`config.mk`:
```
export PLATFORM = sky130hd
export DESIGN_NAME = plar_fifo
export DESIGN_NICKNAME = d
export VERILOG_FILES = /design/src/sv/plar_pkg.sv /design/src/sv/plar_fifo.sv
export SDC_FILE = /design/constraint.sdc
export NUM_CORES = 1
export LEC_CHECK = 0
export BUFFER_PORTS_ARGS = -buffer_cell sky130_fd_sc_hd__buf_2
export CORE_MARGIN = 4
export CORE_UTILIZATION = 40
export DETAILED_ROUTE_END_ITERATION = 7
export GPL_TIMING_DRIVEN = 0
export HOLD_SLACK_MARGIN = 0.08
export SYNTH_ARGS = -nofsm -noshare
export SYNTH_HDL_FRONTEND = slang
export SYNTH_SLANG_ARGS = --single-unit
```
`constraint.sdc`:
```
create_clock -name clk -period 3.86 [get_ports clk]
set_input_delay 0.772 -clock clk [delete_from_list [all_inputs] [get_ports clk]]
set_output_delay 0.772 -clock clk [all_outputs]
set_load 0.1 [all_outputs]
```
`src/sv/plar_pkg.sv`:
```
// ----------------------------------------------------------------------------
// plar_pkg
// Shared types, register codes and constants for the polyphase / linear
// audio resampler.
// ----------------------------------------------------------------------------
`default_nettype none

package plar_pkg;

    // Coefficient store: 128 rows of four taps.
    localparam int unsigned COEF_W     = 16;
    localparam int unsigned COEF_DEPTH = 512;
    localparam int unsigned COEF_AW    = 9;

    localparam int unsigned QUEUE_DEPTH_DEFAULT = 2;

    // Configuration register indexes
    localparam int unsigned CFG_IDX_W       = 1;
    localparam int unsigned CFG_DATA_W      = 32;
    localparam logic        REG_STEP_RATIO  = 1'b0;
    localparam logic        REG_INTERP_MODE = 1'b1;

    localparam logic [31:0] MIN_RATIO   = 32'd1024;
    localparam logic [31:0] RESET_RATIO = 32'h0001_0000;
    localparam logic [16:0] PHASE_ONE   = 17'h1_0000;

    // Interpolation modes; the unused code 3 renders as linear
    localparam logic [1:0] MODE_POLY   = 2'd0;
    localparam logic [1:0] MODE_LINEAR = 2'd1;
    localparam logic [1:0] MODE_DIRECT = 2'd2;

    // Operation codes of an input item
    localparam logic OP_LOAD = 1'b0;
    localparam logic OP_PUSH = 1'b1;

    localparam int unsigned POLY_SHIFT = 15;
    localparam int unsigned LIN_SHIFT  = 16;

    // MAC sequence: reads on counts 0..3, products on 1..4, sums on 2..5
    localparam logic [2:0] MAC_LAST = 3'd5;

    typedef struct packed {
        logic                      operation;
        logic [COEF_AW-1:0]        coef_index;
        logic signed [15:0]        coef_value;
        logic signed [15:0]        source_sample;
    } src_item_t;

    typedef struct packed {
        logic signed [15:0] out_sample;
        logic               last_of_run;
    } res_item_t;

    typedef enum logic [1:0] {
        CMD_LOAD,
        CMD_DIRECT,
        CMD_RENDER
    } cmd_kind_t;

    typedef struct packed {
        cmd_kind_t          kind;
        logic [COEF_AW-1:0] coef_index;
        logic signed [15:0] coef_value;
        logic signed [15:0] sample;
    } cmd_t;

    typedef struct packed {
        logic full;
        logic empty;
    } q_flags_t;

    typedef enum logic [2:0] {
        ST_IDLE,
        ST_START,
        ST_CHECK,
        ST_MAC,
        ST_EMIT,
        ST_SHIFT,
        ST_DIRECT
    } back_state_t;

endpackage

`default_nettype wire

```
`src/sv/plar_fifo.sv`:
```
// ----------------------------------------------------------------------------
// plar_fifo
// Short command queue between the front and the back of the resampler.
// ----------------------------------------------------------------------------
`default_nettype none

module plar_fifo #(
    parameter int unsigned DEPTH = plar_pkg::QUEUE_DEPTH_DEFAULT
) (
    input  wire logic               clk,
    input  wire logic               rst_n,
    input  wire logic               push,
    input  wire plar_pkg::cmd_t     push_data,
    input  wire logic               pop,
    output plar_pkg::cmd_t          head,
    output plar_pkg::q_flags_t      flags
);

    import plar_pkg::*;

    localparam int unsigned PW = $clog2(DEPTH);
    localparam int unsigned CW = $clog2(DEPTH + 1);
    localparam logic [PW-1:0] LAST_SLOT = PW'(DEPTH - 1);
    localparam logic [CW-1:0] FULL_COUNT = CW'(DEPTH);

    cmd_t            slot_reg [DEPTH];
    logic [PW-1:0]   wr_ptr_reg, wr_ptr_next;
    logic [PW-1:0]   rd_ptr_reg, rd_ptr_next;
    logic [CW-1:0]   count_reg, count_next;
    logic            do_push, do_pop;

    assign flags.full  = (count_reg == FULL_COUNT);
    assign flags.empty = (count_reg == '0);
    assign do_push     = push && !flags.full;
    assign do_pop      = pop && !flags.empty;
    assign head        = slot_reg[rd_ptr_reg];

    always_comb
    begin
        wr_ptr_next = wr_ptr_reg;
        rd_ptr_next = rd_ptr_reg;
        if (do_push)
        begin
            wr_ptr_next = (wr_ptr_reg == LAST_SLOT) ? '0 : wr_ptr_reg + PW'(1);
        end
        if (do_pop)
        begin
            rd_ptr_next = (rd_ptr_reg == LAST_SLOT) ? '0 : rd_ptr_reg + PW'(1);
        end
        count_next = count_reg + CW'(do_push) - CW'(do_pop);
    end

    always_ff @(posedge clk or negedge rst_n)
    begin
        if (!rst_n)
        begin
            wr_ptr_reg <= '0;
            rd_ptr_reg <= '0;
            count_reg  <= '0;
        end
        else
        begin
            wr_ptr_reg <= wr_ptr_next;
            rd_ptr_reg <= rd_ptr_next;
            count_reg  <= count_next;
        end
    end

    always_ff @(posedge clk)
    begin
        if (do_push)
        begin
            slot_reg[wr_ptr_reg] <= push_data;
        end
    end

endmodule

`default_nettype wire

```
## Word-level counts from Yosys, hierarchy flattened

Memories as Yosys holds them, arrays and structs flattened.
Index checks and enable logic that the tools add are counted.

| word-level totals | value |
|---|---|
| bits of input ports | 47 |
| output and inout bits | 45 |
| word-level logic and storage cells | 18 |
| register bits after elaboration | 4 |
| memories kept | 1 |
| memory bits (writable) | 86 |

Memory list:

| name | depth | width | read ports | clocked after Yosys merged registers in | write ports | line | source |
|---|---|---|---|---|---|---|---|
| slot_reg | 2 | 43 | 1 | 0 | 1 | plar_fifo.sv:26 | `cmd_t slot_reg [DEPTH];` |

| cells by class | value |
|---|---|
| add/sub/neg operators | 4 |
| reduce and logical (&&, ||, !) cells | 5 |
| muxes and demuxes | 4 |
| equal/unequal tests | 1 |

Operators with widths:

| cell | number |
|---|---|
| $mux 1 | 4 |
| $add 1x1->1 const B | 2 |
| $add 2x1->2 | 1 |
| $eq 2x2->1 const B | 1 |
| $logic_and 1x1->1 | 2 |
| $logic_not 1->1 | 2 |
| $logic_not 2->1 | 1 |
| $sub 2x1->2 | 1 |

## Logic depth before layout (Yosys ltp)

| depth | value |
|---|---|
| depth after elaboration | 5 |
| gate-level depth with buffers | 7 |
| gate-level depth less buffers | 7 |

## Least setup slack after synthesis

OpenSTA, ideal clock, no wires.

| timing path | value |
|---|---|
| kind | in2reg |
| start point | input push |
| end point | memory slot_reg[0][0] (netlist bit), enable pin |
| setup time | 443 ps |
| setup slack | 742 ps |
| cell stages on the path | 2 |
| arrival time | 2675 ps |
| required time | 3417 ps |
| path through | nand2_1 > nor2_1 |

| on the way | value |
|---|---|
| longest elaborated chain between the ends | 3 |

Ends and longest elaborated chain:

| what | line | source |
|---|---|---|
| start: declaration | plar_fifo.sv:12 | `input wire logic push,` |
| $logic_and 1x1->1 | plar_fifo.sv:34 | `assign do_push = push && !flags.full;` |
| $mux 1 | plar_fifo.sv:71 | `if (do_push)` |
| $mux 1 (not written as such) | plar_fifo.sv:73 | `slot_reg[wr_ptr_reg] <= push_data;` |
| end: declaration | plar_fifo.sv:26 |  |

Every way passes these cells.

==> impl_metrics.ini <==
[outcome]
status = finished, final reports clean

[timing]
finalSetupViolCount = 0
post-route-period-util_pct = 62.71
rsz0062_at_grt = no
hold_violations = 0
layout_setup_ws_ns = 1.439
worst-slew-pin-transition_ns = 0.5197
maxSlewViolCount = 0
clock-skew-final_ns = 0.008809
fin_crit_ns = 2.421
fmax_mhz = 413.1
relSlewSlack_pct = 65.27

[worst_setup_path]
crit_type = flop to output port
slowest_delay_ns = 0.42
reg2reg_depth = 4
crit_chain = buf_6, buf_12, mux2_4, buf_2
worstReg2RegEnd = slot_reg[0][40]
required_ns = 3.09
cp.buffers_inverters = 3
critPathTopFamily = buffers and inverters
worstSetupStartpoint = rd_ptr_reg
rr_startpoint = count_reg[1]
cp_data_arrival_time_ns = 1.65
ff2ff_setup_slack_ns = 2.16
cpMaxStageDelayCell = buf_2
crit_path_end_kind = output port
path_max_fanout = 10
critPathLaunchType = flop

[clock_tree]
cts_tree = built
cts_made_buffers = 9
clk_pin_slew_ns = 0.09
cts_sinks = 90
cts_hold_buf = 0
htreeDepth = 3
clk_path_buf_depth = 2
cts_resized = 0
clk-insertion-delay-late_ns = 0.34
cts-root-buf = clkbuf_8
post_cts_buffers = 0

[floorplan]
start_util_pct = 41.81
die_area_sq_mm = 0.01032
fp.dieH_microns = 101.6
coreArea_sq_mm = 0.008382
rows = 33
design.portCount = 92
die_w_microns = 101.6

[placement]
dp_hpwl_mm = 3.919
numPortBuffers = 91
place_congestion = 0.6832
dp_cells = 350
pre_cts_slack_ns = 1.795

[finish]
syn_to_final_growth_pct = 23.17
largest_reg_flops = 86
nets = 305
antenna_cells = 0
drive_gt1_share_pct = 61.30
final_common_cell = buf_2
final_cells = 366
layout_common_cells = 91 x buf_2, 86 x edfxtp_1, 39 x mux2_4

[detailed_routing]
detail-route-antenna-nets = 0
drc = 0
totalWireLength_mm = 5.552
wire_per_inst_microns = 15.17
drt-initial-drc-count = 26
vias = 1668
dr.pass1.iters = 4
avgViaCountPerCell = 4.557

[yosys]
ys_ff_latch = 90
synth_ff_type = edfxtp_1
ys_warn_count = 0
synth-edff-count = 86
synthDistinctLibCells = 15
netlist_instances = 152
synth_top_area_share_pct = 73.69
yosysSeqAreaShare_pct = 76.54
syn_avg_cell_area_sq_um = 23.06
synthArstFlopShare_pct = 4.444
synth_nets = 201
ys_top_cells_by_area = edfxtp_1 74%, mux2_4 17%, dfrtp_1 2.9%
syn_area_sq_mm = 0.003505
yosys.area.top_type = edfxtp_1

[hold_path]
hold_class = primary input to asynchronous set/reset pin

[global_route]
antenna_found_initial = 0
grt-ovfl-total = 0
grt_max_degree = 33
grt_pass1_wl_mm = 8.397
grt_pass1_vias = 1786
grtUsageTotal_pct = 10.93

[job]
drv_cap = 0
## layout make-up
class                           instances  area [sq um]
Buffer                                  5         91.34
Clock inverter                          7         52.55
Tap cell                              105         131.4
Fill cell                             714          4065
Sequential cell                        90          2683
Clock buffer                            9         123.9
Multi-Input combinational cell         55         732.0
Timing Repair Buffer                   93         495.5
Inverter                                2         7.507
## stage by stage
stage	cell area [sq um]	hold WS, ns	TNS, ns	util [%]
floorplan	3505	0.4608	0	-
global placement	4091	0.4802	-21.49	48.81
detailed placement	4140	0.4981	0	49.40
CTS	4317	0.2029	0	51.50
global route	4317	0.1884	0	51.50
finish	4317	0.2199	0	51.50
## Yosys cell counts (all sizes together) (2+ instances only)
library cell  instances
buf                   5
dfrtp                 4
edfxtp               86
ha                    2
inv                   2
mux2                 43
nor2                  2
xnor2                 3
## kinds of logic (layout without fill, tap and decap cells)
| family | after synthesis | after routing | synth area share, % |
|---|---|---|---|
| XOR/XNOR | 4 | 4 | 0.9998 |
| adder cells (fa/ha/maj) | 2 | 2 | 0.7139 |
| buffers and inverters | 7 | 116 | 2.821 |
| flip-flops | 90 | 90 | 76.54 |
| multiplexers | 43 | 43 | 17.99 |
| AND/OR/NAND/NOR | 6 | 6 | 0.9285 |
## worst max path at each step
| stage | slack (ns) | to | depth (start not counted) |
|---|---|---|---|
| floorplan | 0.74 | slot_reg[0][0] | 2 |
| global placement | -0.50 | slot_reg[0][36] | 3 |
| detailed placement | 1.80 | head[41] | 4 |
| CTS | 1.41 | head[41] | 4 |
| global route | 1.37 | head[28] | 4 |
| finish | 1.44 | head[41] | 4 |
## worst register-to-register path, stage by stage (launching register included)
cell and delay [ns]:
dfrtp_1 0.42, nand2b_1 0.12, nand2_1 0.14, nor2_4 0.44, buf_12 0.27
## metal layers
layer	vias up	share of wire (%)	track usage (%)
met3	11	8.7	4.201
li1	800	-	-
met1	794	40	12.51
met4	0	1.7	4.908
met5	-	0	0
met2	63	49	18.21
Power is not shown: default switching activity piles up to over one toggle a cycle in this logic, so the estimate is an artifact.
