==> config.mk <==
export PLATFORM = sky130hd
export DESIGN_NAME = plar_front
export DESIGN_NICKNAME = d
export VERILOG_FILES = /design/src/sv/plar_pkg.sv /design/src/sv/plar_front.sv
export SDC_FILE = /design/constraint.sdc
export NUM_CORES = 1
export LEC_CHECK = 0
export BUFFER_PORTS_ARGS = -buffer_cell sky130_fd_sc_hd__buf_4
export CORE_MARGIN = 4
export CORE_UTILIZATION = 40
export CTS_CLUSTER_DIAMETER = 40
export DETAILED_ROUTE_END_ITERATION = 12
export PLACE_DENSITY = 0.8
export SYNTH_ARGS = -nofsm -noshare
export SYNTH_HDL_FRONTEND = slang
export SYNTH_SLANG_ARGS = --single-unit
export TNS_END_PERCENT = 30
==> constraint.sdc <==
create_clock -name clk -period 3.1 [get_ports clk]
set_input_delay 0 -clock clk [delete_from_list [all_inputs] [get_ports clk]]
set_output_delay 0 -clock clk [all_outputs]
set_load 0.03 [all_outputs]
==> src/sv/plar_pkg.sv <==
// ----------------------------------------------------------------------------
// plar_pkg
// Shared types, register codes and constants for the polyphase / linear
// audio resampler.
// ----------------------------------------------------------------------------
`default_nettype none

package plar_pkg;

    // Coefficient store: 128 rows of four taps.
    localparam int unsigned COEF_W     = 16;
    localparam int unsigned COEF_DEPTH = 512;
    localparam int unsigned COEF_AW    = 9;

    localparam int unsigned QUEUE_DEPTH_DEFAULT = 2;

    // Configuration register indexes
    localparam int unsigned CFG_IDX_W       = 1;
    localparam int unsigned CFG_DATA_W      = 32;
    localparam logic        REG_STEP_RATIO  = 1'b0;
    localparam logic        REG_INTERP_MODE = 1'b1;

    localparam logic [31:0] MIN_RATIO   = 32'd1024;
    localparam logic [31:0] RESET_RATIO = 32'h0001_0000;
    localparam logic [16:0] PHASE_ONE   = 17'h1_0000;

    // Interpolation modes; the unused code 3 renders as linear
    localparam logic [1:0] MODE_POLY   = 2'd0;
    localparam logic [1:0] MODE_LINEAR = 2'd1;
    localparam logic [1:0] MODE_DIRECT = 2'd2;

    // Operation codes of an input item
    localparam logic OP_LOAD = 1'b0;
    localparam logic OP_PUSH = 1'b1;

    localparam int unsigned POLY_SHIFT = 15;
    localparam int unsigned LIN_SHIFT  = 16;

    // MAC sequence: reads on counts 0..3, products on 1..4, sums on 2..5
    localparam logic [2:0] MAC_LAST = 3'd5;

    typedef struct packed {
        logic                      operation;
        logic [COEF_AW-1:0]        coef_index;
        logic signed [15:0]        coef_value;
        logic signed [15:0]        source_sample;
    } src_item_t;

    typedef struct packed {
        logic signed [15:0] out_sample;
        logic               last_of_run;
    } res_item_t;

    typedef enum logic [1:0] {
        CMD_LOAD,
        CMD_DIRECT,
        CMD_RENDER
    } cmd_kind_t;

    typedef struct packed {
        cmd_kind_t          kind;
        logic [COEF_AW-1:0] coef_index;
        logic signed [15:0] coef_value;
        logic signed [15:0] sample;
    } cmd_t;

    typedef struct packed {
        logic full;
        logic empty;
    } q_flags_t;

    typedef enum logic [2:0] {
        ST_IDLE,
        ST_START,
        ST_CHECK,
        ST_MAC,
        ST_EMIT,
        ST_SHIFT,
        ST_DIRECT
    } back_state_t;

endpackage

`default_nettype wire

==> src/sv/plar_front.sv <==
// ----------------------------------------------------------------------------
// plar_front
// Input stage: takes source items, sorts them into coefficient loads,
// direct pushes and rendering pushes, and hands them to the queue.
// ----------------------------------------------------------------------------
`default_nettype none

module plar_front (
    input  wire logic                 clk,
    input  wire logic                 rst_n,
    input  wire logic [1:0]           interp_mode,
    input  wire logic                 src_valid,
    output logic                      src_stall,
    input  wire plar_pkg::src_item_t  src_item,
    input  wire plar_pkg::q_flags_t   q_flags,
    output logic                      q_push,
    output plar_pkg::cmd_t            q_data
);

    import plar_pkg::*;

    logic held_reg, held_next;
    cmd_t cmd_reg;
    cmd_t cmd_next;
    logic accept;

    assign src_stall = held_reg && q_flags.full;
    assign accept    = src_valid && !src_stall;
    assign q_push    = held_reg && !q_flags.full;
    assign q_data    = cmd_reg;

    always_comb
    begin
        cmd_next.coef_index = src_item.coef_index;
        cmd_next.coef_value = src_item.coef_value;
        cmd_next.sample     = src_item.source_sample;
        if (src_item.operation == OP_LOAD)
        begin
            cmd_next.kind = CMD_LOAD;
        end
        else if (interp_mode == MODE_DIRECT)
        begin
            cmd_next.kind = CMD_DIRECT;
        end
        else
        begin
            cmd_next.kind = CMD_RENDER;
        end
    end

    always_comb
    begin
        held_next = held_reg;
        if (accept)
        begin
            held_next = 1'b1;
        end
        else if (q_push)
        begin
            held_next = 1'b0;
        end
    end

    always_ff @(posedge clk or negedge rst_n)
    begin
        if (!rst_n)
        begin
            held_reg <= 1'b0;
        end
        else
        begin
            held_reg <= held_next;
        end
    end

    // hold the payload until the queue takes it
    always_ff @(posedge clk)
    begin
        if (accept)
        begin
            cmd_reg <= cmd_next;
        end
    end

endmodule

`default_nettype wire

# Word-level counts from Yosys, hierarchy flattened
# Index checks and enable logic that the tools add are counted.
word_totals:
  in_bits: 49
  word_cells: 15
  ff_bits: 44
op_classes:
  muxes: 3
  n_reduce_logical: 6
  n_eq_ne: 1
op_table:
  columns: ["cell", "count"]
  rows:
  - ["$logic_and A1 B1 Y1", 3]
  - ["$eq A2 B2 Y1 const B", 1]
  - ["$logic_not A1 Y1", 2]
  - ["$mux W1", 2]
  - ["$mux W2", 1]
  - ["$reduce_bool A2 Y1", 1]

# Depth between registers and ports, before layout
# Gate-level depths: netlist of run 1.
depth:
  ltp_word: 4
  depth_mapped: 2

# Least setup slack after synthesis of run 1
# No wires, ideal clock.
synth_path:
  path_kind: "flip-flop to flip-flop"
  start: "register held_reg"
  end: "register cmd_reg (netlist bit q_data[0]) (enable)"
  setup_slack_ns: 0.176
  period_less_slack_ns: 2.924
  required_ns: 2.651
  arrival_ns: 2.476
  path_stages_with_launch: 3
  cell_sequence: "dfrtp_1 -> and2_4 -> nor2b_1"
synth_between:
  elab_chain_len: 3
synth_lines:
  columns: ["item", "line_no", "text"]
  rows:
  - ["from (decl)", "plar_front.sv:22", "logic held_reg, held_next;"]
  - ["from (signal assigned)", "plar_front.sv:72", "held_reg <= held_next;"]
  - ["$logic_and A1 B1 Y1", "plar_front.sv:27", "assign src_stall = held_reg && q_flags.full;"]
  - ["net src_stall", "plar_front.sv:13", "output logic src_stall,"]
  - ["$logic_not A1 Y1", "plar_front.sv:28", "assign accept = src_valid && !src_stall;"]
  - ["$logic_and A1 B1 Y1", "plar_front.sv:28", null]
  - ["net accept", "plar_front.sv:25", "logic accept;"]
  - ["to (signal assigned)", "plar_front.sv:81", "cmd_reg <= cmd_next;"]
  - ["to (decl)", "plar_front.sv:23", "cmd_t cmd_reg;"]
# The timed path passes the listed nets, and every way through them passes these cells.
# A chain may end at the register's enable or synchronous reset.

# Worst setup path after layout of run 1
layout_path:
  start: "register held_reg"
  end: "register cmd_reg (netlist bit q_data[8]) (enable)"
layout_between:
  elab_chain_len: 3
layout_lines:
  columns: ["item", "line_no"]
  rows:
  - ["$logic_and A1 B1 Y1", "plar_front.sv:27"]
  - ["$logic_not A1 Y1", "plar_front.sv:28"]
  - ["$logic_and A1 B1 Y1", "plar_front.sv:28"]
  - ["net accept", "plar_front.sv:25"]
# The timed path passes the listed nets, and every way through them passes these cells.

==> results of run 1 <==
## cell type report
type,count,area share [%]
Sequential cell,44,49.2
Tap cell,44,2.06
Multi-Input combinational cell,6,1.87
Timing Repair Buffer,138,43.0
Clock buffer,5,1.40
Inverter,1,0.140
Antenna cell,1,0.0935
Clock inverter,2,2.24
## per-stage QoR
stage	hold slack [ns]	util [%]	area [um^2]
2_1_floorplan	-0.296	-	1360
3_3_place_gp	-0.224	67.1	2120
3_5_place_dp	-0.220	67.1	2120
4_1_cts	0.00198	84.5	2660
5_1_grt	0.0304	84.9	2680
6_report	0.0179	84.9	2680
## path summary, 6_finish.rpt
kind,start,endpoint,slack [ns],cells past startpoint
min in group asynchronous,rst_n,held_reg,0.52,3
max reg2reg,held_reg,q_data[8],1.26,2
max in group asynchronous,rst_n,held_reg,2.47,3
min,interp_mode[0],q_data[42],0.02,3
max,held_reg,q_data[8],1.26,2
min reg2reg,held_reg,held_reg,0.74,2
## cells by family after synthesis
| kind of cell | after synthesis | synth area share [%] |
|---|---|---|
| flip-flops | 44 | 96.6 |
| AND/OR/NAND/NOR | 5 | 2.57 |
| AO/OA/AOI/OAI | 1 | 0.551 |
| buffers and inverters | 1 | 0.275 |
## critical path, delay by kind of cell, from the launching register on
kind	cells	cell delay, ns
simple gates	2	1.04
flops	1	0.42
## metal layers
metal	GRT usage (%)	wire, um	vias up
met5	0	0	-
met4	12.2	102	0
met3	9.18	559	7
met2	42.3	2570	82
met1	27.0	1890	523
li1	-	-	488
## timing repair
action	CTS	global route
buffers inserted	0	0
setup endpoints to repair	0	0
endpoints found under the hold margin	45	1
hold buffers	45	1
## placed cells by master (no fill, tap or decap), drive strengths merged, types with 2 or more instances in the layout
cell type,n
bufinv,2
dlygate4sd3,46
clkbuf,5
buf,92
edfxtp,43
## power by group through the flow
stage	registers (mW)	clock network, mW	logic, mW
after floorplan	0.779	0	0.0184
after global placement	0.714	0	0.177
after detailed placement	0.716	0	0.183
after CTS	0.703	0.422	0.231
after global routing	0.708	0.455	0.247
final	0.706	0.429	0.238
==> impl_table.tex, run 1 <==
\begin{tabular}{lr}
\hline
Metric & Value \\
\hline
\multicolumn{2}{l}{\textbf{Pwr}} \\
\quad Sw Share & 23.0\% \\
\quad Max VDD drop & 0.000447 V \\
\quad Combinational share of power & 17.3\% \\
\quad Net Switching & 316 uW \\
\quad Leakage power & 1.14 nW \\
\quad Sequential power share & 51.4\% \\
\quad Clock group share of total power & 31.3\% \\
\quad Total power divided by cell area & 513 nW/um\^{}2 \\
\quad Internal cell power & 1.06 mW \\
\quad Tot Pwr & 1.37 mW \\
\multicolumn{2}{l}{\textbf{Drt}} \\
\quad Detailed-routing iteration count for the pre-antenna-repair pass & 6 \\
\quad \# DRC & 0 \\
\quad Detail Route Antenna Nets & 0 \\
\quad Wire length reported by the detailed router & 5.12 mm \\
\quad DRC marker count from the first detailed-route iteration & 49 \\
\quad Routed len/inst & 21.2 um \\
\quad Vias after detailed routing & 1100 \\
\quad Routed vias/inst & 4.56 \\
\multicolumn{2}{l}{\textbf{Yosys}} \\
\quad Mapped Avg Cell Area & 26.7 um\^{}2 \\
\quad Dominant register cell in the synthesized netlist & sky130\_fd\_sc\_hd\_\_edfxtp\_1 \\
\quad Top cells by area, synth & sky130\_fd\_sc\_hd\_\_edfxtp\_1, sky130\_fd\_sc\_hd\_\_dfrtp\_1, sky130\_fd\_sc\_hd\_\_and2\_4, sky130\_fd\_sc\_hd\_\_a21boi\_0, sky130\_fd\_sc\_hd\_\_and2b\_1 \\
\quad Number of unique standard cell types used by synthesis & 9 \\
\quad Async set-or-reset flop fraction in the synthesized netlist & 2.27\% \\
\quad Synthesized netlist cell count & 51 \\
\quad Combined area of all synthesized cells & 1360 um\^{}2 \\
\quad Cell taking the most area after synthesis & sky130\_fd\_sc\_hd\_\_edfxtp\_1 \\
\quad Yosys reg bits & 44 \\
\quad Most repeated cell in the gate-level netlist after synthesis & sky130\_fd\_sc\_hd\_\_edfxtp\_1 \\
\quad Number of enable flip-flop cells after synthesis & 43 \\
\quad Share of the synthesized area in the top cell type & 94.8\% \\
\quad Proportion of synthesized chip area in sequential cells & 96.6\% \\
\quad Count of warnings emitted by yosys & 0 \\
\quad Synthesized netlist net count & 100 \\
\multicolumn{2}{l}{\textbf{Layout}} \\
\quad Number of flip-flops under the largest register name & 43 \\
\quad Share of cells above drive strength 1 & 51.5\% \\
\quad FF+latch area & 1320 um\^{}2 \\
\quad Final layout net count & 245 \\
\quad Post-route non-filler standard cell count & 241 \\
\quad Synthesis-to-layout area growth & 96.4\% \\
\quad Fillers & 150 \\
\quad Multi-input gate area in the final layout & 50.0 um\^{}2 \\
\multicolumn{2}{l}{\textbf{STA}} \\
\quad Slew at the pin closest to its max-slew limit & 1.13 ns \\
\quad Worst rel slew slack & 24.2\% \\
\quad Count of endpoints failing hold in the final timing report & 0 \\
\quad Final WS setup & 1.26 ns \\
\quad Fmax & 0.543 GHz \\
\quad Crit path time final & 1.84 ns \\
\quad Setup Viol. Count Final & 0 \\
\quad Setup repair after global routing missed its margin & no \\
\quad Slew Viols, Final & 0 \\
\quad Share of the cycle needed by the critical path after routing & 59.4\% \\
\quad Total Negative Setup Slacks & 0 ns \\
\quad Max Clock Skew & 0.0224 ns \\
\multicolumn{2}{l}{\textbf{Floorplan}} \\
\quad Area of the core & 3150 um\^{}2 \\
\quad Die outline width & 66.4 um \\
\quad Effective utilization at floorplan & 43.2\% \\
\quad Die outline area & 4400 um\^{}2 \\
\quad Num ports & 94 \\
\quad Floorplan die height & 66.4 um \\
\quad Row count & 20 \\
\multicolumn{2}{l}{\textbf{Worst setup path}} \\
\quad Worst EP required & 3.07 ns \\
\quad Largest fanout on the critical path & 43 \\
\quad Arrival time reported for the critical path endpoint & 1.81 ns \\
\quad Largest stage delay, worst path & 0.87 ns \\
\quad Type of element capturing the critical path & flop \\
\quad Cell with the biggest individual delay on the critical path & sky130\_fd\_sc\_hd\_\_nor2b\_4 \\
\quad Worst-path cell chain & and2\_4 > nor2b\_4 \\
\quad Worst setup SP type & flop \\
\quad Type of the worst setup path & flop to flop \\
\multicolumn{2}{l}{\textbf{Clock tree}} \\
\quad CTS root buf & sky130\_fd\_sc\_hd\_\_clkbuf\_4 \\
\quad Clock tree from TritonCTS & built \\
\quad H-tree depth reported by CTS & 2 \\
\quad Total clock buffers created by CTS & 5 \\
\quad Post-cts resize count & 0 \\
\quad Number of sinks driven by the clock tree & 44 \\
\quad Clock input transition at the sequential cells of the worst setup and hold paths & 0.11 ns \\
\quad Maximum clock insertion buffer count & 2 \\
\quad Source-to-sink clock delay at the later pin of the worst-skew pair & 0.36 ns \\
\multicolumn{2}{l}{\textbf{Outcome}} \\
\quad Outcome & complete, no violations \\
\multicolumn{2}{l}{\textbf{Global routing}} \\
\quad Number of global-route vias before repair & 1221 \\
\quad Largest net degree at the start of global routing & 44 \\
\quad Remaining Overflow, GRT & 0 \\
\quad Total global-route track usage & 24.8\% \\
\quad First-pass GRT wire length & 7.27 mm \\
\quad Number of antenna violations at the first check in global routing & 1 \\
\multicolumn{2}{l}{\textbf{Flow run}} \\
\quad Max-cap viol count & 0 \\
\multicolumn{2}{l}{\textbf{Placed design}} \\
\quad Buffers on Ports & 92 \\
\quad Pre-CTS setup slack & 1.31 ns \\
\quad Weighted congestion at the end of routability-driven global placement & 0.638 \\
\quad Number of instances in the placed design & 187 \\
\multicolumn{2}{l}{\textbf{Min path}} \\
\quad Worst hold-check path type & input port to flop \\
\hline
\end{tabular}
(Power assumes the default switching activity.)
==> run 2, diff against run 1 <==
Settings changed: CORE_UTILIZATION 40 to 36, PLACE_DENSITY 0.8 to 0.76.
Clock period 3.1 ns to 1.57 ns, I/O delays scaled along.
==> run 2 against run 1 <==
Compared with the run above:
- flip-flop and latch count did not move
- power rose by 110%
- register-to-register slack got worse by 0.93 ns
- worst setup slack got worse by 0.93 ns
- sequential share of layout area fell by 0.64 points
- routed wire length fell by 25%
- maximum frequency rose by 48%
- die area rose by 9.7%
- largest cell class unchanged
==> impl_table.tex, run 2 (same netlist as run 1, synthesis figures left out) <==
\begin{tabular}{lr}
\hline
Metric & Value \\
\hline
\multicolumn{2}{l}{\textbf{Placed design}} \\
\quad Number of instances in the placed design & 193 (was 187) \\
\quad Buffers on Ports & 92 (unchanged) \\
\quad Placed wire-length estimate after detailed placement & 2.27 mm \\
\quad Area after detailed placement & 2150 um\^{}2 (was 2120 um\^{}2) \\
\quad Weighted congestion at the end of routability-driven global placement & 0.707 (was 0.638) \\
\quad Pre-CTS setup slack & 0.340 ns (was 1.31 ns) \\
\multicolumn{2}{l}{\textbf{Floorplan}} \\
\quad Num ports & 94 (unchanged) \\
\quad Effective utilization at floorplan & 37.2\% (was 43.2\%) \\
\quad Die outline area & 4830 um\^{}2 (was 4400 um\^{}2) \\
\quad Area of the core & 3660 um\^{}2 (was 3150 um\^{}2) \\
\quad Floorplan die height & 69.5 um (was 66.4 um) \\
\quad Die outline width & 69.5 um (was 66.4 um) \\
\quad Row count & 22 (was 20) \\
\multicolumn{2}{l}{\textbf{STA}} \\
\quad Share of the cycle needed by the critical path after routing & 79.3\% (was 59.4\%) \\
\quad Setup Viol. Count Final & 0 (unchanged) \\
\quad Crit path time final & 1.25 ns (was 1.84 ns) \\
\quad Tightest hold margin & 0.0177 ns (was 0.0179 ns) \\
\quad Fmax & 0.803 GHz (was 0.543 GHz) \\
\quad Slew Viols, Final & 0 (unchanged) \\
\quad Slew at the pin closest to its max-slew limit & 0.218 ns (was 1.13 ns) \\
\quad Count of endpoints failing hold in the final timing report & 0 (unchanged) \\
\quad Setup repair after global routing missed its margin & no (unchanged) \\
\quad Total Negative Setup Slacks & 0 ns (unchanged) \\
\quad Worst rel slew slack & 85.5\% (was 24.2\%) \\
\quad Final WS setup & 0.325 ns (was 1.26 ns) \\
\quad Max Clock Skew & 0.00756 ns (was 0.0224 ns) \\
\multicolumn{2}{l}{\textbf{Layout}} \\
\quad Final layout net count & 244 (was 245) \\
\quad Most frequent standard cell in the layout excluding fill and tap cells & sky130\_fd\_sc\_hd\_\_buf\_4 (unchanged) \\
\quad Synthesis-to-layout area growth & 99.0\% (was 96.4\%) \\
\quad Post-route non-filler standard cell count & 244 (was 241) \\
\quad Post-Route Utilization & 74.1\% (was 84.9\%) \\
\quad Number of flip-flops under the largest register name & 43 (unchanged) \\
\quad ANT cells & 0 (was 1) \\
\quad Area of all placed cells without fillers & 2710 um\^{}2 (was 2680 um\^{}2) \\
\quad Most frequent cells in the layout & sky130\_fd\_sc\_hd\_\_buf\_4, sky130\_fd\_sc\_hd\_\_dlygate4sd3\_1, sky130\_fd\_sc\_hd\_\_edfxtp\_1 (unchanged) \\
\quad Share of cells above drive strength 1 & 52.6\% (was 51.5\%) \\
\multicolumn{2}{l}{\textbf{Clock tree}} \\
\quad Clock input transition at the sequential cells of the worst setup and hold paths & 0.08 ns (was 0.11 ns) \\
\quad Post-cts resize count & 0 (unchanged) \\
\quad Clock tree from TritonCTS & built (unchanged) \\
\quad Post-CTS Hold Fix Bufs & 43 (was 45) \\
\quad Number of sinks driven by the clock tree & 44 (unchanged) \\
\quad Total clock buffers created by CTS & 5 (unchanged) \\
\quad Maximum clock insertion buffer count & 2 (unchanged) \\
\quad Post-CTS Repair Setup Buffers & 0 (unchanged) \\
\quad CTS root buf & sky130\_fd\_sc\_hd\_\_clkbuf\_8 (was sky130\_fd\_sc\_hd\_\_clkbuf\_4) \\
\quad Source-to-sink clock delay at the later pin of the worst-skew pair & 0.29 ns (was 0.36 ns) \\
\quad H-tree depth reported by CTS & 2 (unchanged) \\
\multicolumn{2}{l}{\textbf{Drt}} \\
\quad Routed len/inst & 15.7 um (was 21.2 um) \\
\quad DRC marker count from the first detailed-route iteration & 27 (was 49) \\
\quad Wire length reported by the detailed router & 3.83 mm (was 5.12 mm) \\
\quad \# DRC & 0 (unchanged) \\
\quad Routed vias/inst & 4.25 (was 4.56) \\
\quad Detail Route Antenna Nets & 0 (unchanged) \\
\quad Vias after detailed routing & 1037 (was 1100) \\
\quad Detailed-routing iteration count for the pre-antenna-repair pass & 4 (was 6) \\
\multicolumn{2}{l}{\textbf{Global routing}} \\
\quad Number of antenna violations at the first check in global routing & 0 (was 1) \\
\quad Largest net degree at the start of global routing & 26 (was 44) \\
\quad Remaining Overflow, GRT & 0 (unchanged) \\
\quad Total global-route track usage & 16.8\% (was 24.8\%) \\
\quad First-pass GRT wire length & 5.99 mm (was 7.27 mm) \\
\quad Number of global-route vias before repair & 1156 (was 1221) \\
\multicolumn{2}{l}{\textbf{Worst setup path}} \\
\quad Worst R2R Start & held\_reg (unchanged) \\
\quad Cell with the biggest individual delay on the critical path & sky130\_fd\_sc\_hd\_\_dfrtp\_1 (was sky130\_fd\_sc\_hd\_\_nor2b\_4) \\
\quad Setup slack of the most critical reg-to-reg path & 0.32 ns (was 1.26 ns) \\
\quad Largest fanout on the critical path & 18 (was 43) \\
\quad Family with the most delay on the worst path & flip-flops (was simple AND/OR/NAND/NOR gates) \\
\quad Worst-path cell chain & and2\_4 > nor2b\_4 > buf\_4 (was and2\_4 > nor2b\_4) \\
\quad Type of element capturing the critical path & flop (unchanged) \\
\quad Largest stage delay, worst path & 0.38 ns (was 0.87 ns) \\
\quad End of the worst register-to-register path & q\_data[12] (was q\_data[8]) \\
\quad Sum of buffers and inverters on the critical path & 1 (was 0) \\
\quad Type of the worst setup path & flop to flop (unchanged) \\
\quad Arrival time reported for the critical path endpoint & 1.22 ns (was 1.81 ns) \\
\quad Worst setup SP type & flop (unchanged) \\
\quad Cell depth of the worst flop-to-flop path & 3 (was 2) \\
\quad Worst EP required & 1.55 ns (was 3.07 ns) \\
\multicolumn{2}{l}{\textbf{Pwr}} \\
\quad Leakage power & 1.16 nW (was 1.14 nW) \\
\quad Tot Pwr & 2.83 mW (was 1.37 mW) \\
\quad Total power divided by cell area & 1040 nW/um\^{}2 (was 513 nW/um\^{}2) \\
\quad Max VDD drop & 0.000846 V (was 0.000447 V) \\
\multicolumn{2}{l}{\textbf{Min path}} \\
\quad Worst hold-check path type & input port to asynchronous set/reset pin (was input port to flop) \\
\multicolumn{2}{l}{\textbf{Flow run}} \\
\quad Max-cap viol count & 0 (unchanged) \\
\multicolumn{2}{l}{\textbf{Outcome}} \\
\quad Outcome & complete, no violations (unchanged) \\
\hline
\end{tabular}
-- run 2: layout make-up --
type                       instances  area, um^2
inverter                           1        3.75
clock buffer                       6        72.6
multi-input combinational          6        50.0
clock inverter                     2        60.1
timing repair buffer             137        1150
tap                               48        60.1
fill                             213         950
sequential                        44        1320
-- run 2: how the worst max path moves through the flow --
stage | from | to | slack, ns | cells after the start
3_3_place_gp | held_reg | q_data[34] | 0.36 | 3
4_1_cts | held_reg | q_data[12] | 0.33 | 3
2_1_floorplan | held_reg | q_data[0] | -0.04 | 2
6_report | held_reg | q_data[12] | 0.32 | 3
3_5_place_dp | held_reg | q_data[12] | 0.34 | 3
5_1_grt | held_reg | q_data[11] | 0.25 | 3
-- run 2: layer usage --
metal  share of wire, %  vias up  track usage (%)
met5                  0        -                0
met4                1.5        0             6.29
met3                 13        8             10.6
met2                 53       69             28.6
met1                 33      474             16.3
li1                   -      486                -
-- run 2: power by group --
part           switching (mW)  internal, mW  leakage [nW]
Sequential             0.0205          1.37         0.421
Clock                   0.353         0.636        0.0654
Combinational           0.223         0.234         0.669
Total                   0.597          2.24          1.16
==> run 3, diff against run 2 <==
Settings changed: ABC_AREA set to 1, CORE_UTILIZATION 36 to 40, PLACE_DENSITY 0.76 to 0.8.
Clock period 1.57 ns to 1.3 ns, I/O delays scaled along.
==> run 3 against run 2 <==
Compared with the run above:
- clock skew rose by 0.0070 ns
- combinational power rose by 26%
- sequential power rose by 20%
- register-to-register slack got worse by 0.26 ns
- synthesized cell count rose by 9.8%
- first-iteration DRC count fell by 26%
- final area fell by 0.51%
- clock-buffer cell count rose by 2
- power rose by 3.3%
==> impl_table.tex, run 3 <==
\begin{tabular}{lr}
\hline
Metric & Value \\
\hline
\multicolumn{2}{l}{\textbf{Floorplan}} \\
\quad Die outline width & 66.5 um (was 69.5 um) \\
\quad Floorplan die height & 66.5 um (was 69.5 um) \\
\quad Row count & 20 (was 22) \\
\quad Die outline area & 4420 um\^{}2 (was 4830 um\^{}2) \\
\quad Effective utilization at floorplan & 43.4\% (was 37.2\%) \\
\quad Num ports & 94 (unchanged) \\
\quad Area of the core & 3150 um\^{}2 (was 3660 um\^{}2) \\
\multicolumn{2}{l}{\textbf{Yosys}} \\
\quad Most repeated cell in the gate-level netlist after synthesis & sky130\_fd\_sc\_hd\_\_edfxtp\_1 (unchanged) \\
\quad Share of synthesized cell area in and, or, nand and nor gates & 2.01\% (was 2.57\%) \\
\quad Proportion of synthesized chip area in sequential cells & 96.2\% (was 96.6\%) \\
\quad Post-Synth XOR/XNOR Area & 0\% (unchanged) \\
\quad Synthesized netlist net count & 105 (was 100) \\
\quad Dominant register cell in the synthesized netlist & sky130\_fd\_sc\_hd\_\_edfxtp\_1 (unchanged) \\
\quad Cell taking the most area after synthesis & sky130\_fd\_sc\_hd\_\_edfxtp\_1 (unchanged) \\
\quad Share of the synthesized area in the top cell type & 94.4\% (was 94.8\%) \\
\quad Yosys reg bits & 44 (unchanged) \\
\quad Mux cell area share after synthesis & 0\% (unchanged) \\
\quad Commonest cells in the synthesized netlist & sky130\_fd\_sc\_hd\_\_edfxtp\_1, sky130\_fd\_sc\_hd\_\_inv\_1, sky130\_fd\_sc\_hd\_\_nand2\_1, sky130\_fd\_sc\_hd\_\_nor2\_1 \\
\quad Synthesized netlist cell count & 56 (was 51) \\
\quad Combined area of all synthesized cells & 1370 um\^{}2 (was 1360 um\^{}2) \\
\quad Combinational family with the most area after synthesis & simple AND/OR/NAND/NOR gates (unchanged) \\
\quad Adder and majority cell fraction of the synthesized area & 0\% (unchanged) \\
\quad Mapped Avg Cell Area & 24.4 um\^{}2 (was 26.7 um\^{}2) \\
\quad Fraction of the mapped netlist area in compound gates & 0.366\% (was 0.551\%) \\
\quad Top cells by area, synth & sky130\_fd\_sc\_hd\_\_edfxtp\_1, sky130\_fd\_sc\_hd\_\_dfrtp\_1, sky130\_fd\_sc\_hd\_\_inv\_1, sky130\_fd\_sc\_hd\_\_nand2\_1, sky130\_fd\_sc\_hd\_\_nor2\_1 (was sky130\_fd\_sc\_hd\_\_edfxtp\_1, sky130\_fd\_sc\_hd\_\_dfrtp\_1, sky130\_fd\_sc\_hd\_\_and2\_4, sky130\_fd\_sc\_hd\_\_a21boi\_0, sky130\_fd\_sc\_hd\_\_and2b\_1) \\
\quad Number of unique standard cell types used by synthesis & 9 (unchanged) \\
\quad Count of warnings emitted by yosys & 0 (unchanged) \\
\quad Async set-or-reset flop fraction in the synthesized netlist & 2.27\% (unchanged) \\
\quad Number of enable flip-flop cells after synthesis & 43 (unchanged) \\
\multicolumn{2}{l}{\textbf{Layout}} \\
\quad Most frequent standard cell in the layout excluding fill and tap cells & sky130\_fd\_sc\_hd\_\_buf\_4 (unchanged) \\
\quad Share of cells above drive strength 1 & 49.8\% (was 52.6\%) \\
\quad Synthesis-to-layout area growth & 97.3\% (was 99.0\%) \\
\quad Final layout net count & 255 (was 244) \\
\quad Post-Route Utilization & 85.6\% (was 74.1\%) \\
\quad Number of flip-flops under the largest register name & 43 (unchanged) \\
\quad ANT cells & 0 (unchanged) \\
\quad Most frequent cells in the layout & sky130\_fd\_sc\_hd\_\_buf\_4, sky130\_fd\_sc\_hd\_\_dlygate4sd3\_1, sky130\_fd\_sc\_hd\_\_edfxtp\_1 (unchanged) \\
\multicolumn{2}{l}{\textbf{Clock tree}} \\
\quad Maximum clock insertion buffer count & 2 (unchanged) \\
\quad Total clock buffers created by CTS & 5 (unchanged) \\
\quad H-tree depth reported by CTS & 2 (unchanged) \\
\quad Number of sinks driven by the clock tree & 44 (unchanged) \\
\quad Clock input transition at the sequential cells of the worst setup and hold paths & 0.12 ns (was 0.08 ns) \\
\quad Clock tree from TritonCTS & built (unchanged) \\
\quad Post-cts resize count & 0 (unchanged) \\
\quad Source-to-sink clock delay at the later pin of the worst-skew pair & 0.35 ns (was 0.29 ns) \\
\quad Post-CTS Repair Setup Buffers & 0 (unchanged) \\
\quad CTS root buf & sky130\_fd\_sc\_hd\_\_clkbuf\_4 (was sky130\_fd\_sc\_hd\_\_clkbuf\_8) \\
\multicolumn{2}{l}{\textbf{Worst setup path}} \\
\quad Startpoint of the worst setup timing path & src\_item[41] (was held\_reg) \\
\quad Type of the worst setup path & input port to flop (was flop to flop) \\
\quad End of the worst register-to-register path & held\_reg (was q\_data[12]) \\
\quad Largest fanout on the critical path & 2 (was 18) \\
\quad Worst R2R Start & held\_reg (unchanged) \\
\quad Setup slack of the most critical reg-to-reg path & 0.06 ns (was 0.32 ns) \\
\quad Worst setup SP type & input port (was flop) \\
\quad Cell depth of the worst flop-to-flop path & 3 (unchanged) \\
\quad Worst EP required & 1.42 ns (was 1.55 ns) \\
\quad Type of element capturing the critical path & flop (unchanged) \\
\quad Arrival time reported for the critical path endpoint & 1.37 ns (was 1.22 ns) \\
\multicolumn{2}{l}{\textbf{Pwr}} \\
\quad Max VDD drop & 0.000699 V (was 0.000846 V) \\
\quad Combinational share of power & 19.7\% (was 16.1\%) \\
\quad Net Switching & 717 uW (was 597 uW) \\
\quad Internal cell power & 2.21 mW (was 2.24 mW) \\
\quad Sequential power share & 57.2\% (was 49.0\%) \\
\quad Clock group share of total power & 23.0\% (was 34.9\%) \\
\quad Leakage power & 1.16 nW (about the same) \\
\quad Total power divided by cell area & 1080 nW/um\^{}2 (was 1040 nW/um\^{}2) \\
\quad Tot Pwr & 2.93 mW (was 2.83 mW) \\
\quad Sw Share & 24.5\% (was 21.1\%) \\
\multicolumn{2}{l}{\textbf{STA}} \\
\quad Share of the cycle needed by the critical path after routing & 96.2\% \\
\quad Crit path time final & 1.25 ns \\
\quad Count of endpoints failing hold in the final timing report & 0 (unchanged) \\
\quad Worst rel slew slack & 87.0\% (was 85.5\%) \\
\quad Fmax & 0.799 GHz \\
\quad Setup Viol. Count Final & 0 (unchanged) \\
\quad Max Clock Skew & 0.0145 ns (was 0.00756 ns) \\
\quad Setup repair after global routing missed its margin & no (unchanged) \\
\quad Slew Viols, Final & 0 (unchanged) \\
\quad Slew at the pin closest to its max-slew limit & 0.196 ns (was 0.218 ns) \\
\multicolumn{2}{l}{\textbf{Min path}} \\
\quad Launch point of the worst hold path & q\_flags[1] \\
\quad Worst hold-check path type & input port to flop (was input port to asynchronous set/reset pin) \\
\quad Endpoint with the worst hold slack & q\_data[28] \\
\quad Instance count along the most critical hold path & 5 \\
\multicolumn{2}{l}{\textbf{Drt}} \\
\quad Routed vias/inst & 4.39 (was 4.25) \\
\quad Detailed-routing iteration count for the pre-antenna-repair pass & 4 (unchanged) \\
\quad Wire length reported by the detailed router & 4.21 mm (was 3.83 mm) \\
\quad Vias after detailed routing & 1101 (was 1037) \\
\quad Detail Route Antenna Nets & 0 (unchanged) \\
\quad Routed len/inst & 16.8 um (was 15.7 um) \\
\quad DRC marker count from the first detailed-route iteration & 20 (was 27) \\
\quad \# DRC & 0 (unchanged) \\
\multicolumn{2}{l}{\textbf{Global routing}} \\
\quad Largest net degree at the start of global routing & 37 (was 26) \\
\quad First-pass GRT wire length & 6.41 mm (was 5.99 mm) \\
\quad Total global-route track usage & 21.3\% (was 16.8\%) \\
\quad Number of antenna violations at the first check in global routing & 0 (unchanged) \\
\quad Number of global-route vias before repair & 1208 (was 1156) \\
\quad Remaining Overflow, GRT & 0 (unchanged) \\
\multicolumn{2}{l}{\textbf{Outcome}} \\
\quad Outcome & complete, no violations (unchanged) \\
\multicolumn{2}{l}{\textbf{Placed design}} \\
\quad Weighted congestion at the end of routability-driven global placement & 0.701 (was 0.707) \\
\quad Placed wire-length estimate after detailed placement & 2.31 mm (was 2.27 mm) \\
\quad Buffers on Ports & 92 (unchanged) \\
\multicolumn{2}{l}{\textbf{Flow run}} \\
\quad Max-cap viol count & 0 (unchanged) \\
\hline
\end{tabular}
[run 3: cell types whose count changed after synthesis]
cell	change
sky130_fd_sc_hd__inv_2	+1
sky130_fd_sc_hd__a21boi_0	-1
sky130_fd_sc_hd__and2_4	-1
sky130_fd_sc_hd__nand2_1	+2
sky130_fd_sc_hd__or2_1	-1
sky130_fd_sc_hd__inv_1	+3
sky130_fd_sc_hd__nand2_2	+1
sky130_fd_sc_hd__and3_1	-1
sky130_fd_sc_hd__and2b_1	-1
sky130_fd_sc_hd__nor2b_1	-1
sky130_fd_sc_hd__a21oi_1	+1
sky130_fd_sc_hd__nor2_1	+2
sky130_fd_sc_hd__nor2_2	+1
[run 3: how the worst max path moves through the flow]
| stage | cells past startpoint | endpoint | slack (ns) |
|---|---|---|---|
| final | 5 | q_data[41] | 0.05 |
| after global routing | 4 | q_data[10] | 0.005 |
| after CTS | 3 | held_reg | 0.1 |
| after detailed placement | 4 | q_data[39] | 0.13 |
| after global placement | 4 | q_data[38] | 0.16 |
| after floorplan | 3 | q_data[0] | -0.27 |
[run 3: area by class of cell]
type,instances,area [um^2]
sequential,44,1320
multi-input combinational,7,37.5
tap,44,55.1
clock buffer,8,58.8
inverter,5,21.3
timing repair buffer,143,1210
fill,154,455
[run 3: stage by stage]
stage          setup slack (ns)  TNS [ns]  hold slack, ns  cell area, um^2  instances
3_5_place_dp              0.133         0          -0.223             2150        194
4_1_cts                  0.0965         0           0.224             2700        251
6_report                 0.0490         0           0.260             2700        251
2_1_floorplan            -0.267    -11.50          -0.296             1380         56
5_1_grt                 0.00506         0           0.252             2700        251
3_3_place_gp              0.163         0          -0.224             2150        194
[run 3: cell families (layout without fill, tap and decap cells)]
kind of cell    after synthesis  after routing
compound gates                1              1
flops                        44             44
buf+inv                       5            156
simple gates                  6              6
[run 3: power by group through the flow]
stage | Clock, mW | Sequential [mW] | Combinational (mW)
6_report | 0.674 | 1.67 | 0.578
5_1_grt | 0.758 | 1.68 | 0.607
4_1_cts | 0.673 | 1.67 | 0.566
3_5_place_dp | 0 | 1.70 | 0.449
3_3_place_gp | 0 | 1.70 | 0.442
2_1_floorplan | 0 | 1.85 | 0.0486
[run 3: critical path, stage by stage]
cell,delay [ns]
sky130_fd_sc_hd__dlygate4sd3_1,0.54
sky130_fd_sc_hd__buf_4,0.13
sky130_fd_sc_hd__inv_1,0.09
sky130_fd_sc_hd__nor2_1,0.06
sky130_fd_sc_hd__dlygate4sd3_1,0.55
[run 3: metal layers]
metal	vias to the layer above	routed length [um]	GRT usage, %
met5	-	0	0
li1	508	-	-
met1	511	1630	24.4
met4	0	46	8.38
met2	77	2020	33.6
met3	5	512	11.0
[run 3: what timing repair did]
| action | in CTS | in global routing |
|---|---|---|
| endpoints found under the setup margin | 0 | 0 |
| hold buffers | 49 | 0 |
| endpoints found under the hold margin | 45 | 0 |
